**config.mk**
```make
export PLATFORM = sky130hd
export DESIGN_NAME = utf16be_byte_decoder_top_flat
export DESIGN_NICKNAME = d
export VERILOG_FILES = /design/src/design/u16d_pkg.sv /design/src/design/u16d_if.sv /design/src/design/utf16be_byte_decoder_top.sv /design/src/design/u16d_in_reg.sv /design/src/design/u16d_decode.sv /design/src/flat_wrapper.sv
export SDC_FILE = /design/constraint.sdc
export NUM_CORES = 1
export LEC_CHECK = 0
export BUFFER_PORTS_ARGS = -buffer_cell sky130_fd_sc_hd__buf_2
export CORE_UTILIZATION = 30
export CTS_BUF_LIST = sky130_fd_sc_hd__clkbuf_8 sky130_fd_sc_hd__clkbuf_16
export DETAILED_ROUTE_END_ITERATION = 10
export PLACE_DENSITY = 0.51
export SETUP_SLACK_MARGIN = 0.05
export SLEW_MARGIN = 15
export SYNTH_ARGS = -nofsm -noshare
export SYNTH_HDL_FRONTEND = slang
export SYNTH_HIERARCHICAL = 1
export SYNTH_SLANG_ARGS = --single-unit
```
**constraint.sdc**
```tcl
create_clock -name clock -period 3.7 [get_ports clock]
set_clock_uncertainty 0.1 [all_clocks]
set_input_delay 0.37 -clock clock [delete_from_list [all_inputs] [get_ports clock]]
set_output_delay 0.37 -clock clock [all_outputs]
set_load 0.02 [all_outputs]
```
**src/design/u16d_pkg.sv**
```systemverilog
`timescale 1ns / 1ps
package u16d_pkg;

   localparam int unsigned ByteW  = 8;
   localparam int unsigned CpW    = 21;
   localparam int unsigned CountW = 2;

   localparam logic [ByteW-1:0] SurrMask    = 8'hFC;
   localparam logic [ByteW-1:0] HighSurrTag = 8'hD8;
   localparam logic [ByteW-1:0] LowSurrTag  = 8'hDC;
   localparam logic [CpW-1:0]   SuppBase    = 21'h010000;

   localparam logic STATUS_OK  = 1'b0;
   localparam logic STATUS_ERR = 1'b1;

   localparam logic [CountW-1:0] COUNT_NONE  = 2'd0;
   localparam logic [CountW-1:0] COUNT_ONE   = 2'd1;
   localparam logic [CountW-1:0] COUNT_TWO   = 2'd2;
   localparam logic [CountW-1:0] COUNT_THREE = 2'd3;

   typedef struct packed {
      logic             valid;
      logic [ByteW-1:0] data_byte;
   } stage_type;

endpackage

```
**src/design/u16d_if.sv**
```systemverilog
`timescale 1ns / 1ps
interface u16d_req_if
   import u16d_pkg::*;
   ();
   logic             valid;
   logic             ready;
   logic [ByteW-1:0] data_byte;

   modport source (output valid, output data_byte, input ready);
   modport sink   (input valid, input data_byte, output ready);
endinterface

interface u16d_rsp_if
   import u16d_pkg::*;
   ();
   logic              valid;
   logic              ready;
   logic              status;
   logic [CpW-1:0]    code_point;
   logic [CountW-1:0] significant_bytes;

   modport source (output valid, output status, output code_point,
                   output significant_bytes, input ready);
   modport sink   (input valid, input status, input code_point,
                   input significant_bytes, output ready);
endinterface

```
**src/design/utf16be_byte_decoder_top.sv**
```systemverilog
// A byte is registered on transfer; its result, if any, goes to the result register.
// Throughput: one byte per cycle unless the output stalls; each register holds one entry.
// Ready on the input path follows the result register's ready combinationally.
// Reset (synchronous, active high) clears the decode phase and both valid flags;
// held bytes and result payload are not reset.
`timescale 1ns / 1ps
module utf16be_byte_decoder_top
   import u16d_pkg::*;
(
   input  logic       clock,
   input  logic       reset,
   u16d_req_if.sink   req_chan,
   u16d_rsp_if.source rsp_chan
);

   stage_type stage;
   logic      stage_go;

   u16d_in_reg u_in_reg (
      .clock    (clock),
      .reset    (reset),
      .req_chan (req_chan),
      .stage_go (stage_go),
      .stage    (stage)
   );

   u16d_decode u_decode (
      .clock    (clock),
      .reset    (reset),
      .stage    (stage),
      .stage_go (stage_go),
      .rsp_chan (rsp_chan)
   );

endmodule

```
**src/design/u16d_in_reg.sv**
```systemverilog
`timescale 1ns / 1ps
module u16d_in_reg
   import u16d_pkg::*;
(
   input  logic       clock,
   input  logic       reset,
   u16d_req_if.sink   req_chan,
   input  logic       stage_go,
   output stage_type  stage
);

   logic             valid_ff, valid_in;
   logic [ByteW-1:0] byte_ff, byte_in;
   logic             take;

   assign req_chan.ready = !valid_ff || stage_go;
   assign take           = req_chan.valid && req_chan.ready;

   always_comb begin
      valid_in = valid_ff && !stage_go;
      byte_in  = byte_ff;
      if (take) begin
         valid_in = 1'b1;
         byte_in  = req_chan.data_byte;
      end
   end

   always_ff @(posedge clock) begin
      if (reset) begin
         valid_ff <= 1'b0;
      end else begin
         valid_ff <= valid_in;
      end
      byte_ff <= byte_in;
   end

   assign stage.valid     = valid_ff;
   assign stage.data_byte = byte_ff;

endmodule

```
**src/design/u16d_decode.sv**
```systemverilog
`timescale 1ns / 1ps
module u16d_decode
   import u16d_pkg::*;
(
   input  logic       clock,
   input  logic       reset,
   input  stage_type  stage,
   output logic       stage_go,
   u16d_rsp_if.source rsp_chan
);

   localparam logic [1:0] PH_FIRST  = 2'd0;
   localparam logic [1:0] PH_SECOND = 2'd1;
   localparam logic [1:0] PH_THIRD  = 2'd2;
   localparam logic [1:0] PH_FOURTH = 2'd3;

   logic [1:0]        phase_ff, phase_in;
   logic [ByteW-1:0]  held_ff [3];
   logic [ByteW-1:0]  held_in [3];
   logic              out_valid_ff, out_valid_in;
   logic              status_ff, status_in;
   logic [CpW-1:0]    cp_ff, cp_in;
   logic [CountW-1:0] count_ff, count_in;
   logic              out_free;
   logic [CpW-1:0]    bmp_cp;
   logic [CpW-1:0]    supp_cp;
   logic [CountW-1:0] bmp_count;

   assign out_free = !out_valid_ff || rsp_chan.ready;
   assign stage_go = stage.valid && out_free;

   assign bmp_cp  = {5'd0, held_ff[0], stage.data_byte};
   assign supp_cp = SuppBase + {1'b0, held_ff[0][1:0], held_ff[1],
                                held_ff[2][1:0], stage.data_byte};

   always_comb begin
      if (held_ff[0] != '0) begin
         bmp_count = COUNT_TWO;
      end else if (stage.data_byte != '0) begin
         bmp_count = COUNT_ONE;
      end else begin
         bmp_count = COUNT_NONE;
      end
   end

   always_comb begin
      phase_in     = phase_ff;
      held_in      = held_ff;
      out_valid_in = out_valid_ff && !rsp_chan.ready;
      status_in    = status_ff;
      cp_in        = cp_ff;
      count_in     = count_ff;
      if (stage_go) begin
         case (phase_ff)
            PH_FIRST: begin
               held_in[0] = stage.data_byte;
               phase_in   = PH_SECOND;
            end
            PH_SECOND: begin
               held_in[1] = stage.data_byte;
               if ((held_ff[0] & SurrMask) == HighSurrTag) begin
                  phase_in = PH_THIRD;
               end else begin
                  phase_in     = PH_FIRST;
                  out_valid_in = 1'b1;
                  status_in    = STATUS_OK;
                  cp_in        = bmp_cp;
                  count_in     = bmp_count;
               end
            end
            PH_THIRD: begin
               held_in[2] = stage.data_byte;
               phase_in   = PH_FOURTH;
            end
            default: begin
               phase_in     = PH_FIRST;
               out_valid_in = 1'b1;
               if ((held_ff[2] & SurrMask) == LowSurrTag) begin
                  status_in = STATUS_OK;
                  cp_in     = supp_cp;
                  count_in  = COUNT_THREE;
               end else begin
                  status_in = STATUS_ERR;
                  cp_in     = '0;
                  count_in  = COUNT_NONE;
               end
            end
         endcase
      end
   end

   always_ff @(posedge clock) begin
      if (reset) begin
         phase_ff     <= PH_FIRST;
         out_valid_ff <= 1'b0;
      end else begin
         phase_ff     <= phase_in;
         out_valid_ff <= out_valid_in;
      end
      held_ff   <= held_in;
      status_ff <= status_in;
      cp_ff     <= cp_in;
      count_ff  <= count_in;
   end

   assign rsp_chan.valid             = out_valid_ff;
   assign rsp_chan.status            = status_ff;
   assign rsp_chan.code_point        = cp_ff;
   assign rsp_chan.significant_bytes = count_ff;

endmodule
```
**src/flat_wrapper.sv**
```systemverilog
// flat-port wrapper written by rule: the top's interface ports become plain ports
module utf16be_byte_decoder_top_flat import u16d_pkg::*;
  (clock, reset, req_chan_valid, req_chan_data_byte, req_chan_ready, rsp_chan_valid, rsp_chan_status, rsp_chan_code_point, rsp_chan_significant_bytes, rsp_chan_ready);
  u16d_req_if req_chan_i ();
  u16d_rsp_if rsp_chan_i ();
  input  logic clock;
  input  logic reset;
  input wire logic [$bits(req_chan_i.valid)-1:0] req_chan_valid;
  input wire logic [$bits(req_chan_i.data_byte)-1:0] req_chan_data_byte;
  output wire logic [$bits(req_chan_i.ready)-1:0] req_chan_ready;
  output wire logic [$bits(rsp_chan_i.valid)-1:0] rsp_chan_valid;
  output wire logic [$bits(rsp_chan_i.status)-1:0] rsp_chan_status;
  output wire logic [$bits(rsp_chan_i.code_point)-1:0] rsp_chan_code_point;
  output wire logic [$bits(rsp_chan_i.significant_bytes)-1:0] rsp_chan_significant_bytes;
  input wire logic [$bits(rsp_chan_i.ready)-1:0] rsp_chan_ready;
  assign req_chan_i.valid = req_chan_valid;
  assign req_chan_i.data_byte = req_chan_data_byte;
  assign req_chan_ready = req_chan_i.ready;
  assign rsp_chan_valid = rsp_chan_i.valid;
  assign rsp_chan_status = rsp_chan_i.status;
  assign rsp_chan_code_point = rsp_chan_i.code_point;
  assign rsp_chan_significant_bytes = rsp_chan_i.significant_bytes;
  assign rsp_chan_i.ready = rsp_chan_ready;
  utf16be_byte_decoder_top u_core (.clock(clock), .reset(reset), .req_chan(req_chan_i), .rsp_chan(rsp_chan_i));
endmodule
```
Word level (Yosys, flattened, before mapping)
Index checks and enable logic that the tools add are counted.
W data, S select, Z words.
{ "word_totals": {"input_bits": 12, "mem_bits_rw": 0, "mem_bits_ro": 0, "wordCells": 52, "memories": 0, "latch_bits": 0, "reg_bits": 60} }
{ "op_classes": {"shifts": 0, "muxes": 17, "n_eq_ne": 5, "addsub": 1, "magnitude_cmp": 0, "reduce_logical": 18, "div_mod_pow": 0, "bitwise": 1, "mul": 0} }
{ "ops": {"columns": ["operator", "n"], "rows": [
  ["$mux W21", 2],
  ["$pmux W21 S2", 1],
  ["$add A17 B20 Y21 const A", 1],
  ["$reduce_bool A8 Y1", 2],
  ["$eq A6 B6 Y1 const B", 2],
  ["$mux W2", 4],
  ["$mux W1", 6],
  ["$pmux W2 S3", 1],
  ["$reduce_and A2 Y1", 3],
  ["$logic_and A1 B1 Y1", 4],
  ["$logic_not A1 Y1", 4],
  ["$pmux W1 S2", 2],
  ["$pmux W2 S2", 1],
  ["$reduce_and A3 Y1", 1],
  ["$eq A2 B1 Y1 const B", 1],
  ["$eq A2 B2 Y1 const B", 1],
  ["$logic_not A2 Y1", 1],
  ["$logic_or A1 B1 Y1", 2],
  ["$ne A2 B2 Y1 const B", 1],
  ["$reduce_or A2 Y1", 1],
  ["$not A1 Y1", 1]
]} }

Depth between registers and ports, before layout
Gate-level depths: netlist of run 1.
{ "depth": {"ltp_word": 6, "mapped_depth": 5} }

Hierarchy
Netlist of run 1, hierarchy kept.
{ "modules_own_cells": {"columns": ["module", "seq_area_each_um2", "instances", "cells_per_inst", "area_per_inst_um2"], "rows": [
  ["u16d_decode", 1501.4, 1, 126, 1946.9],
  ["u16d_in_reg", 260.2, 1, 14, 302.8]
]} }

Worst setup path before layout of run 1
OpenSTA, ideal clock, no wires.
{ "synth_timing": {"path_kind": "register to register", "startpoint": "register u_core.u_decode.held_ff (netlist bit u_core/u_decode/bmp_cp[11])", "endpoint": "register u_core.u_decode.cp_ff[0] (netlist: u_core/u_decode/rsp_chan.code_point[0]) (enable)", "n_path_buf": 0, "required_ps": 3195, "stages_incl_launch_ff": 4, "path_slack_ps": 1406, "t_arrival_ps": 1789, "path_cell_list": "edfxtp_1 -> nor4b_2 -> and4_1 -> nor2_1"} }
{ "synth_between": {"elab_chain_cells": 3} }
{ "synth_lines": {"columns": ["item", "line_no", "rtl"], "rows": [
  ["start: declaration", "u16d_decode.sv:18", "logic [ByteW-1:0] held_ff [3];"],
  ["start signal: assignment", "u16d_decode.sv:100", "held_ff <= held_in;"],
  ["$eq A6 B6 Y1", "u16d_decode.sv:61", "if ((held_ff[0] & SurrMask) == HighSurrTag) begin"],
  ["$ne A2 B2 Y1 (no source line)", null, null],
  ["$reduce_and A3 Y1 (no source line)", null, null],
  ["end signal: assignment", "u16d_decode.sv:102", "cp_ff <= cp_in;"],
  ["end: declaration", "u16d_decode.sv:22", "logic [CpW-1:0] cp_ff, cp_in;"]
]} }
No other way between the ends.
A chain may end at the register's enable or synchronous reset.

Worst setup path in the final report of run 1
{ "layout_timing": {"startpoint": "register u_core.u_decode.out_valid_ff (netlist: u_core/u_decode/rsp_chan.valid)", "endpoint": "register u_core/u_decode/held_ff[4] in the netlist's numbering (enable)"} }
{ "layout_between": {"elab_chain_cells": 4} }
{ "layout_lines": {"columns": ["item", "line_no", "rtl"], "rows": [
  ["start: declaration", "u16d_decode.sv:20", "logic out_valid_ff, out_valid_in;"],
  ["start signal: assignment", "u16d_decode.sv:98", "out_valid_ff <= out_valid_in;"],
  ["$logic_not A1 Y1", "u16d_decode.sv:29", "assign out_free = !out_valid_ff || rsp_chan.ready;"],
  ["$logic_or A1 B1 Y1", "u16d_decode.sv:29", null],
  ["$logic_and A1 B1 Y1", "u16d_decode.sv:30", "assign stage_go = stage.valid && out_free;"],
  ["$reduce_and A2 Y1 (no source line)", null, null]
]} }
No other way between the ends.

==> flow_summary.toml, run 1 <==
[synth]
synth_edf_count = 56
synth-async-reset-ratio_pct = 0
netlist_instances = 140
ys_ff_latch = 60
yosys.area_share.simple_pct = 14.5
synth.mux.area_fraction_pct = 0.445
syn_area_um2 = 2250
synth.top_cell.area_share_pct = 74.7
synthFlopType = "edfxtp_1"
avgSynthCellArea_um2 = 16.1
synth_commonest_cells = "edfxtp_1, nand2_1, nor2_1"
synthAdderAreaFrac_pct = 0.556
synth_compound_area_share_pct = 3.73
yosys.cell_types.count = 31
synth_warnings = 6
syn_nets = 153
yosys.area.top_type = "edfxtp_1"
ys_seq_area_share_pct = 78.3
synth_xor_area_share_pct = 1.17
synth.area.top_cells = "edfxtp_1, dfxtp_1, nand2_1, nor2b_1, o21ai_1"
synthMostInstantiatedCell = "edfxtp_1"
synth_top_family_by_area = "simple AND/OR/NAND/NOR gates"

[timing]
slew_viol_final = 0
post-route-min-period_ns = 1.97
fmax_mhz = 509
worst_slew_pin_slew_ns = 1.14
hold_viol_final = 0
setup_viol = 0
rsz0062_at_grt = "false"
period_share_pct = 53.1
fin_setup_tns_ns = 0
slew_headroom_pct = 24.0

[global_routing]
grt_overflow = 0
grt_antenna_before_repair = 0
grt_max_degree = 25
grt_pass1_vias = 1184
grt_use_total_pct = 11.3
grt_pass1_wl_um = 6070
use_met3_pct = 4.20
met1_usage_pct = 13.7
grt_most_used_layer = "met2"
globalRouteMet2Util_pct = 17.4

[drt]
wirelength_um = 3880
first_iter_violations = 43
wire_per_inst_um = 13.4
vias = 1215
antenna_left = 0
drc_errors = 0
vias_per_cell = 4.19
dr.pass1.iters = 4

[cells_and_area]
drive_above_1_share_pct = 30.4
nets = 199
area_growth_pct = 21.0
diodes = 0
fillers = 699
instances_no_fill = 290

[cts]
cts_tree = "yes"
cts_buffer_depth = 2
postCtsSetupRepairBufs = 0
clk_pin_slew_ns = 0.06
ctsHtreeMaxLevel = 3
cts.sinks = 60
root_buffer = "clkbuf_8"
cts_made_buffers = 9
post_cts_resized = 0
ctsHoldBuffers = 0
clock_latency_ns = 0.32

[worst_setup_path]
critPathCaptureType = "flop"
path_class = "reg2reg"
crit_arrival_ns = 1.80
critPathMaxFanout = 8
crit_required_ns = 3.54
critPathLaunchType = "flop"

[placed_design]
dp_cells = 274
post-dp-hpwl_um = 2670
io_buffers = 37
routabilityCongestion = 0.689

[floorplan]
fp.dieH_um = 88.6
ios = 38
chipWidth_um = 88.6
core_um2 = 7250
initial_core_util_pct = 31.0
fp-row-count = 31
dieArea_um2 = 7850

[min_path]
hp-class = "in2reg"

[flow_run]
maxCapViolCount = 0

[power_and_ir_drop]
vdd.ir_drop.worst_v = 0.000227
p_leak_nw = 0.988
powerDensity_nw_per_um2 = 510

[run_status]
status = "finished clean"
critical path, stage by stage, from the launching register on:
cell	delay [ns]
dfxtp_1	0.31
nand2b_1	0.11
nand2_1	0.13
nor3b_1	0.95
power by group:
group / switching [W] / leakage (nW) / internal [W] / total, W
logic: 0.0000509 / 0.336 / 0.0000282 / 0.0000791
clock network: 0.000218 / 0.103 / 0.000296 / 0.000515
registers: 0.0000202 / 0.549 / 0.000773 / 0.000793
total: 0.000290 / 0.988 / 0.00110 / 0.00139
metal layers:
layer / wire length, µm / vias up
met1: 1790 / 561
met3: 203 / 4
li1: - / 610
met5: 0 / -
met2: 1820 / 40
met4: 63 / 0
cells in the final DEF (no fill, tap or decap):
cell type and count:
a21oi_2 1, a31oi_1 1, a31oi_4 1, and2_1 1, and2_4 1, and4_1 1
and4b_2 1, buf_2 37, buf_4 1, bufinv_16 1, clkbuf_8 9, clkinv_1 2
dfxtp_1 4, edfxtp_1 56, ha_1 1, inv_1 6, mux2i_1 1, nand2_1 19
nand2b_1 2, nand2b_4 1, nand3_1 3, nand3_2 1, nand4_1 1, nand4_2 1
nor2_1 9, nor2_2 1, nor2b_1 8, nor2b_2 1, nor3_1 1, nor3b_1 1
nor4_1 4, nor4b_2 1, o21a_1 1, o21ai_1 8, xnor2_1 1, xor2_1 2
area by class of cell:
class / instances / area (µm²) / share of cell area (%)
Tap cell: 99 / 124 / 4.55
Sequential cell: 60 / 1760 / 64.7
Clock inverter: 7 / 52.6 / 1.93
Timing Repair Buffer: 38 / 193 / 7.08
Clock buffer: 9 / 124 / 4.55
Inverter: 2 / 7.51 / 0.276
Multi-Input combinational cell: 75 / 460 / 16.9
final timing paths:
check                                     to  depth (start not counted)  slack (ns)                      startpoint
setup / recovery  u_core/u_decode/held_ff[4]                          3        1.73  u_core/u_decode/rsp_chan.valid
hold / removal    u_core/u_in_reg/byte_ff[0]                          1        0.12           req_chan_data_byte[0]
setup reg to reg  u_core/u_decode/held_ff[4]                          3        1.73  u_core/u_decode/rsp_chan.valid
hold reg to reg     u_core/u_in_reg/valid_ff                          2        0.42        u_core/u_in_reg/valid_ff
flip-flops by register name, indices dropped and copies added (netlist names):
register / cells
u_core/u_decode/rsp_chan.code_point: 21
u_core/u_decode/rsp_chan.valid: 1
u_core/u_decode/rsp_chan.status: 1
u_core/u_decode/held_ff: 16
u_core/u_in_reg/byte_ff: 8
u_core/u_decode/rsp_chan.significant_bytes: 2
u_core/u_in_reg/valid_ff: 1
u_core/u_decode/phase_ff: 2
u_core/u_decode/bmp_cp: 8
metrics by stage:
| stage | setup slack (ns) | hold slack (ns) | cell area, µm² | total power, W | util (%) |
|---|---|---|---|---|---|
| floorplan | 1.41 | 0.332 | 2250 | 0.000858 | - |
| global placement | 1.59 | 0.412 | 2550 | 0.000889 | 35.1 |
| detailed placement | 1.56 | 0.414 | 2550 | 0.000889 | 35.1 |
| CTS | 1.73 | 0.103 | 2720 | 0.00141 | 37.5 |
| global route | 1.62 | 0.0905 | 2720 | 0.00145 | 37.5 |
| finish | 1.73 | 0.121 | 2720 | 0.00139 | 37.5 |
kinds of logic (layout without fill, tap and decap cells):
| logic type | after synthesis | in the layout |
|---|---|---|
| adders and majority gates | 1 | 1 |
| DFF | 60 | 60 |
| AOI/OAI and AO/OA | 12 | 12 |
| muxes | 1 | 1 |
| buffers and inverters | 5 | 56 |
| xor gates and xnor gates | 3 | 3 |
| and+or+nand+nor | 58 | 58 |
Power figures use the tool's default switching activity.
==> inputs of run 2 (changes only) <==
Settings changed: ABC_AREA set to 1.
Clock period 3.7 ns to 1.96 ns, I/O delays scaled along.
==> flow_summary.toml, run 2 <==
[worst_setup_path]
reg2reg_from = "u_core/u_decode/rsp_chan.valid"
cp_slowest_cell = "dfxtp_1"
slowest_delay_ns = 0.30
critPathCaptureType = "flop"
reg2reg_depth = 6
reg2reg_setup_slack_ns = 0.44
r2r_end = "u_core/u_decode/rsp_chan.code_point[5]"
critPathLaunchType = "flop"
critPathMostFrequentCell = "nand2_1"
path_class = "reg2reg"
crit_required_ns = 1.86
crit_arrival_ns = 1.41
critPathMaxFanout = 24
crit_path_cell_trace = "nand2_1 > nand2_1 > nor2_1 > nand2_1 > inv_1 > buf_4"

[synth]
synthMostInstantiatedCell = "edfxtp_1"
synth.area.top_cells = "edfxtp_1, inv_1, nor2_1, dfxtp_1, nand2_1"
synth_warnings = 6
ys_seq_area_share_pct = 77.5
synth.top_cell.area_share_pct = 74.0
syn_area_um2 = 2270
synthFlopType = "edfxtp_1"
avgSynthCellArea_um2 = 13.5
synth_commonest_cells = "edfxtp_1, inv_1, nor2_1"
netlist_instances = 168
ys_ff_latch = 60
synth-async-reset-ratio_pct = 0
yosys.area.top_type = "edfxtp_1"
syn_nets = 181
synth_edf_count = 56
yosys.cell_types.count = 23

[drt]
drc_errors = 0
wirelength_um = 3730
antenna_left = 0
first_iter_violations = 61
vias = 1297
vias_per_cell = 3.93
dr.pass1.iters = 4
wire_per_inst_um = 11.3

[min_path]
hp-class = "in2reg"
worstHoldStart = "req_chan_valid"
min_to = "u_core/u_in_reg/valid_ff"
holdPathStages = 3

[placed_design]
routabilityCongestion = 0.788
post-dp-hpwl_um = 2550
dpl_cell_area_um2 = 2590
pre_cts_ws_ns = 0.428
io_buffers = 37

[floorplan]
dieArea_um2 = 7930
fp.dieH_um = 89.0
chipWidth_um = 89.0
core_um2 = 7290
ios = 38
fp-row-count = 31
initial_core_util_pct = 31.2

[flow_run]
maxCapViolCount = 0

[global_routing]
grt_max_degree = 25
grt_overflow = 0
grt_pass1_vias = 1231
grt_use_total_pct = 10.9
grt_pass1_wl_um = 5950
grt_antenna_before_repair = 0

[timing]
hold_viol_final = 0
period_share_pct = 77.5
setup_viol = 0
slew_headroom_pct = 80.3
hold_slack_ns = 0.0376
setup_slack_ns = 0.441
slew_viol_final = 0
fin_setup_tns_ns = 0
worst_slew_pin_slew_ns = 0.295
post-route-min-period_ns = 1.52
fmax_mhz = 658
rsz0062_at_grt = "false"

[cts]
ctsHtreeMaxLevel = 3
root_buffer = "clkbuf_8"
cts_made_buffers = 9
clk_pin_slew_ns = 0.06
post_cts_resized = 0
cts.sinks = 60
clock_latency_ns = 0.32
cts_tree = "yes"
cts_buffer_depth = 2

[cells_and_area]
area_growth_pct = 25.8
layout_commonest_cell = "edfxtp_1"
largest_register_ffs = 21
drive_above_1_share_pct = 26.4
fillers = 728
seqCellArea_um2 = 1760
multi_input_area_um2 = 359
nets = 240
design_area_um2 = 2860
diodes = 0
final_cell_mix = "edfxtp_1, buf_2, inv_1"

[power_and_ir_drop]
powerDensity_nw_per_um2 = 923
power_w = 0.00264
vdd.ir_drop.worst_v = 0.000433
p_leak_nw = 1.14

[run_status]
status = "finished clean"
[run 2: power by group]
part | leakage [nW] | switching [W] | internal [W]
Combinational | 0.509 | 0.000100 | 0.0000612
Clock | 0.0942 | 0.000431 | 0.000558
Sequential | 0.541 | 0.0000296 | 0.00146
Total | 1.14 | 0.000561 | 0.00208
[run 2: cells by family after synthesis]
family	Yosys count	synth area share [%]
AOI/OAI and AO/OA	15	4.30
adders and majority gates	1	0.551
DFF	60	77.5
xor gates and xnor gates	2	0.771
buffers and inverters	37	6.66
and+or+nand+nor	53	10.2
[run 2: layout make-up]
class | count | area share [%]
Multi-Input combinational cell | 71 | 12.6
Inverter | 34 | 4.47
Tap cell | 99 | 4.33
Sequential cell | 60 | 61.6
Clock inverter | 6 | 1.71
Clock buffer | 9 | 4.33
Timing Repair Buffer | 51 | 10.9
[run 2: worst max-delay path by stage]
stage                                        start                                       to  depth (start not counted)
floorplan           u_core/u_decode/rsp_chan.valid   u_core/u_decode/rsp_chan.code_point[0]                          5
global placement                    rsp_chan_ready  u_core/u_decode/rsp_chan.code_point[14]                          8
detailed placement                  rsp_chan_ready   u_core/u_decode/rsp_chan.code_point[5]                          8
CTS                 u_core/u_decode/rsp_chan.valid   u_core/u_decode/rsp_chan.code_point[5]                          6
global route              u_core/u_in_reg/valid_ff   u_core/u_decode/rsp_chan.code_point[5]                          5
finish              u_core/u_decode/rsp_chan.valid   u_core/u_decode/rsp_chan.code_point[5]                          6
[run 2: critical path: cells and delay by family (launching register included)]
kind,cells,cell delay (ns)
simple gates,4,0.44
buf+inv,2,0.34
flops,1,0.30
[run 2: timing repair]
action | 4_1_cts | 5_1_grt
hold buffers | 9 | 0
buffers inserted | 0 | 0
setup endpoints to repair | 0 | 0
hold endpoints to repair | 10 | 0
[run 2: routing by layer]
metal / GRT usage (%) / vias to the layer above / wire length [µm]
met2: 15.7 / 30 / 1640
met5: 0 / - / 0
li1: - / 677 / -
met4: 6.06 / 0 / 61
met1: 14.0 / 585 / 1870
met3: 4.43 / 5 / 163
[run 2: through the flow]
step	util, %	cells
4_1_cts	39.2	330
2_1_floorplan	-	168
3_3_place_gp	35.6	306
3_5_place_dp	35.6	306
5_1_grt	39.2	330
6_report	39.2	330
==> inputs of run 3 (changes only) <==
Settings changed: ABC_AREA 1 to 0.
Clock period 1.96 ns to 1.5 ns, I/O delays scaled along.
==> flow_summary.toml, run 3 (same netlist as run 1, synthesis figures left out) <==
[run_status]
status = "finished clean"

[worst_setup_path]
reg2reg_setup_slack_ns = 0.02
path_class = "reg2reg"
crit_required_ns = 1.39
reg2reg_from = "u_core/u_decode/bmp_cp[11]"
cp_slowest_cell = "edfxtp_1"
crit_arrival_ns = 1.36
critPathLaunchType = "flop"
reg2reg_depth = 3
critPathCaptureType = "flop"
crit_path_cell_trace = "nor4b_4 > and4_4 > nor2_4"
slowest_delay_ns = 0.39
critPathMaxFanout = 12
r2r_end = "u_core/u_decode/rsp_chan.code_point[11]"

[power_and_ir_drop]
vdd.ir_drop.worst_v = 0.000554
powerDensity_nw_per_um2 = 1120
p_int_w = 0.00283
comb_power_share_pct = 10.0
switchingPower_w = 0.000813
pwr-share-seq_pct = 53.4
p_clk_share_pct = 36.6
p_leak_nw = 1.21
p_sw_share_pct = 22.3

[global_routing]
grt_overflow = 0
grt_max_degree = 13
grt_antenna_before_repair = 0
grt_pass1_vias = 1339
grt_pass1_wl_um = 6970
grt_use_total_pct = 12.9
met1_usage_pct = 15.8
globalRouteMet2Util_pct = 19.9
grt_most_used_layer = "met2"
use_met3_pct = 5.32

[timing]
hold_viol_final = 0
period_share_pct = 98.3
worst_slew_pin_slew_ns = 0.398
slew_viol_final = 0
rsz0062_at_grt = "true"
fmax_mhz = 678
setup_viol = 0
post-route-min-period_ns = 1.48
hold_slack_ns = 0.211
slew_headroom_pct = 73.4

[cells_and_area]
instances_no_fill = 332
drive_above_1_share_pct = 46.8
area_growth_pct = 44.2
layout_commonest_cell = "edfxtp_1"
largest_register_ffs = 21
final_cell_mix = "edfxtp_1, buf_2, buf_4"
nets = 241
diodes = 0

[floorplan]
core_um2 = 7250
ios = 38
chipWidth_um = 88.6
fp-row-count = 31
initial_core_util_pct = 31.0
fp.dieH_um = 88.6
dieArea_um2 = 7850

[drt]
vias_per_cell = 4.16
antenna_left = 0
wire_per_inst_um = 13.3
wirelength_um = 4420
drc_errors = 0
vias = 1382
first_iter_violations = 31
dr.pass1.iters = 4

[cts]
cts_buffer_depth = 2
cts_tree = "yes"
clk_pin_slew_ns = 0.06
cts_made_buffers = 9
cts.sinks = 60
ctsHtreeMaxLevel = 3
root_buffer = "clkbuf_8"
clock_latency_ns = 0.33

[placed_design]
io_buffers = 37
dp_cells = 302
routabilityCongestion = 0.771
post-dp-hpwl_um = 2880

[flow_run]
maxCapViolCount = 0

[min_path]
holdPathStages = 5
hp-class = "in2reg"
worstHoldStart = "rsp_chan_ready"
min_to = "u_core/u_decode/rsp_chan.valid"
run 3: changes by cell type in the layout (fill, tap and decap cells not counted), moves of 4 or more:
| cell | before | now |
|---|---|---|
| inv_1 | 34 | 1 |
| buf_4 | 5 | 24 |
| nor2_1 | 25 | 8 |
| buf_6 | 0 | 9 |
| nor2b_1 | 0 | 8 |
| o21ai_1 | 0 | 8 |
| o22ai_1 | 6 | 0 |
| nand3_1 | 7 | 2 |
| a21oi_1 | 4 | 0 |
| nand2_1 | 14 | 18 |
run 3: power by group through the flow:
| stage | Clock [W] | Combinational, W | Sequential, W |
|---|---|---|---|
| 2_1_floorplan | 0 | 0.000121 | 0.00200 |
| 3_3_place_gp | 0 | 0.000290 | 0.00197 |
| 3_5_place_dp | 0 | 0.000291 | 0.00197 |
| 4_1_cts | 0.00138 | 0.000333 | 0.00194 |
| 5_1_grt | 0.00146 | 0.000396 | 0.00195 |
| 6_report | 0.00133 | 0.000363 | 0.00194 |
run 3: metal layers:
metal | wire length, µm | vias to the layer above
met2 | 2130 | 37
met4 | 117 | 0
met1 | 2010 | 637
met3 | 161 | 11
li1 | - | 697
met5 | 0 | -
run 3: stage by stage:
stage / setup TNS (ns) / total power, W / setup slack (ns) / utilization [%] / area (µm²)
6_report: 0 / 0.00364 / 0.0249 / 44.7 / 3240
5_1_grt: -0.578 / 0.00380 / -0.0430 / 44.7 / 3240
4_1_cts: 0 / 0.00365 / 0.0126 / 43.3 / 3140
3_5_place_dp: -5.39 / 0.00226 / -0.225 / 38.2 / 2770
3_3_place_gp: -5.30 / 0.00226 / -0.218 / 38.2 / 2770
2_1_floorplan: -2.78 / 0.00212 / -0.0869 / - / 2270
run 3: worst max-delay path by stage:
stage                                              endpoint                       start
CTS                  u_core/u_decode/rsp_chan.code_point[5]  u_core/u_decode/bmp_cp[11]
floorplan            u_core/u_decode/rsp_chan.code_point[0]  u_core/u_decode/bmp_cp[11]
detailed placement  u_core/u_decode/rsp_chan.code_point[16]  u_core/u_decode/bmp_cp[11]
global placement            u_core/u_decode/rsp_chan.status  u_core/u_decode/bmp_cp[11]
finish              u_core/u_decode/rsp_chan.code_point[11]  u_core/u_decode/bmp_cp[11]
global route        u_core/u_decode/rsp_chan.code_point[11]  u_core/u_decode/bmp_cp[11]
run 3: cell type report:
type | instances | area [µm²]
Clock buffer | 9 | 124
Clock inverter | 7 | 57.6
Fill cell | 669 | 4010
Inverter | 2 | 7.51
Multi-Input combinational cell | 76 | 603
Sequential cell | 60 | 1770
Tap cell | 99 | 124
Timing Repair Buffer | 79 | 562
run 3: what timing repair did:
item,in CTS,in global routing
gates resized for setup,17,17
hold buffers,10,0
setup buffers,2,1
setup endpoints to repair,42,66
pin swaps,2,4
hold endpoints to repair,12,0
gates cloned,1,0
run 3: worst max-delay path, delay by kind of cell (launching register included):
family	cells	cell delay, ns
and+or+nand+nor	3	0.65
DFF	1	0.39
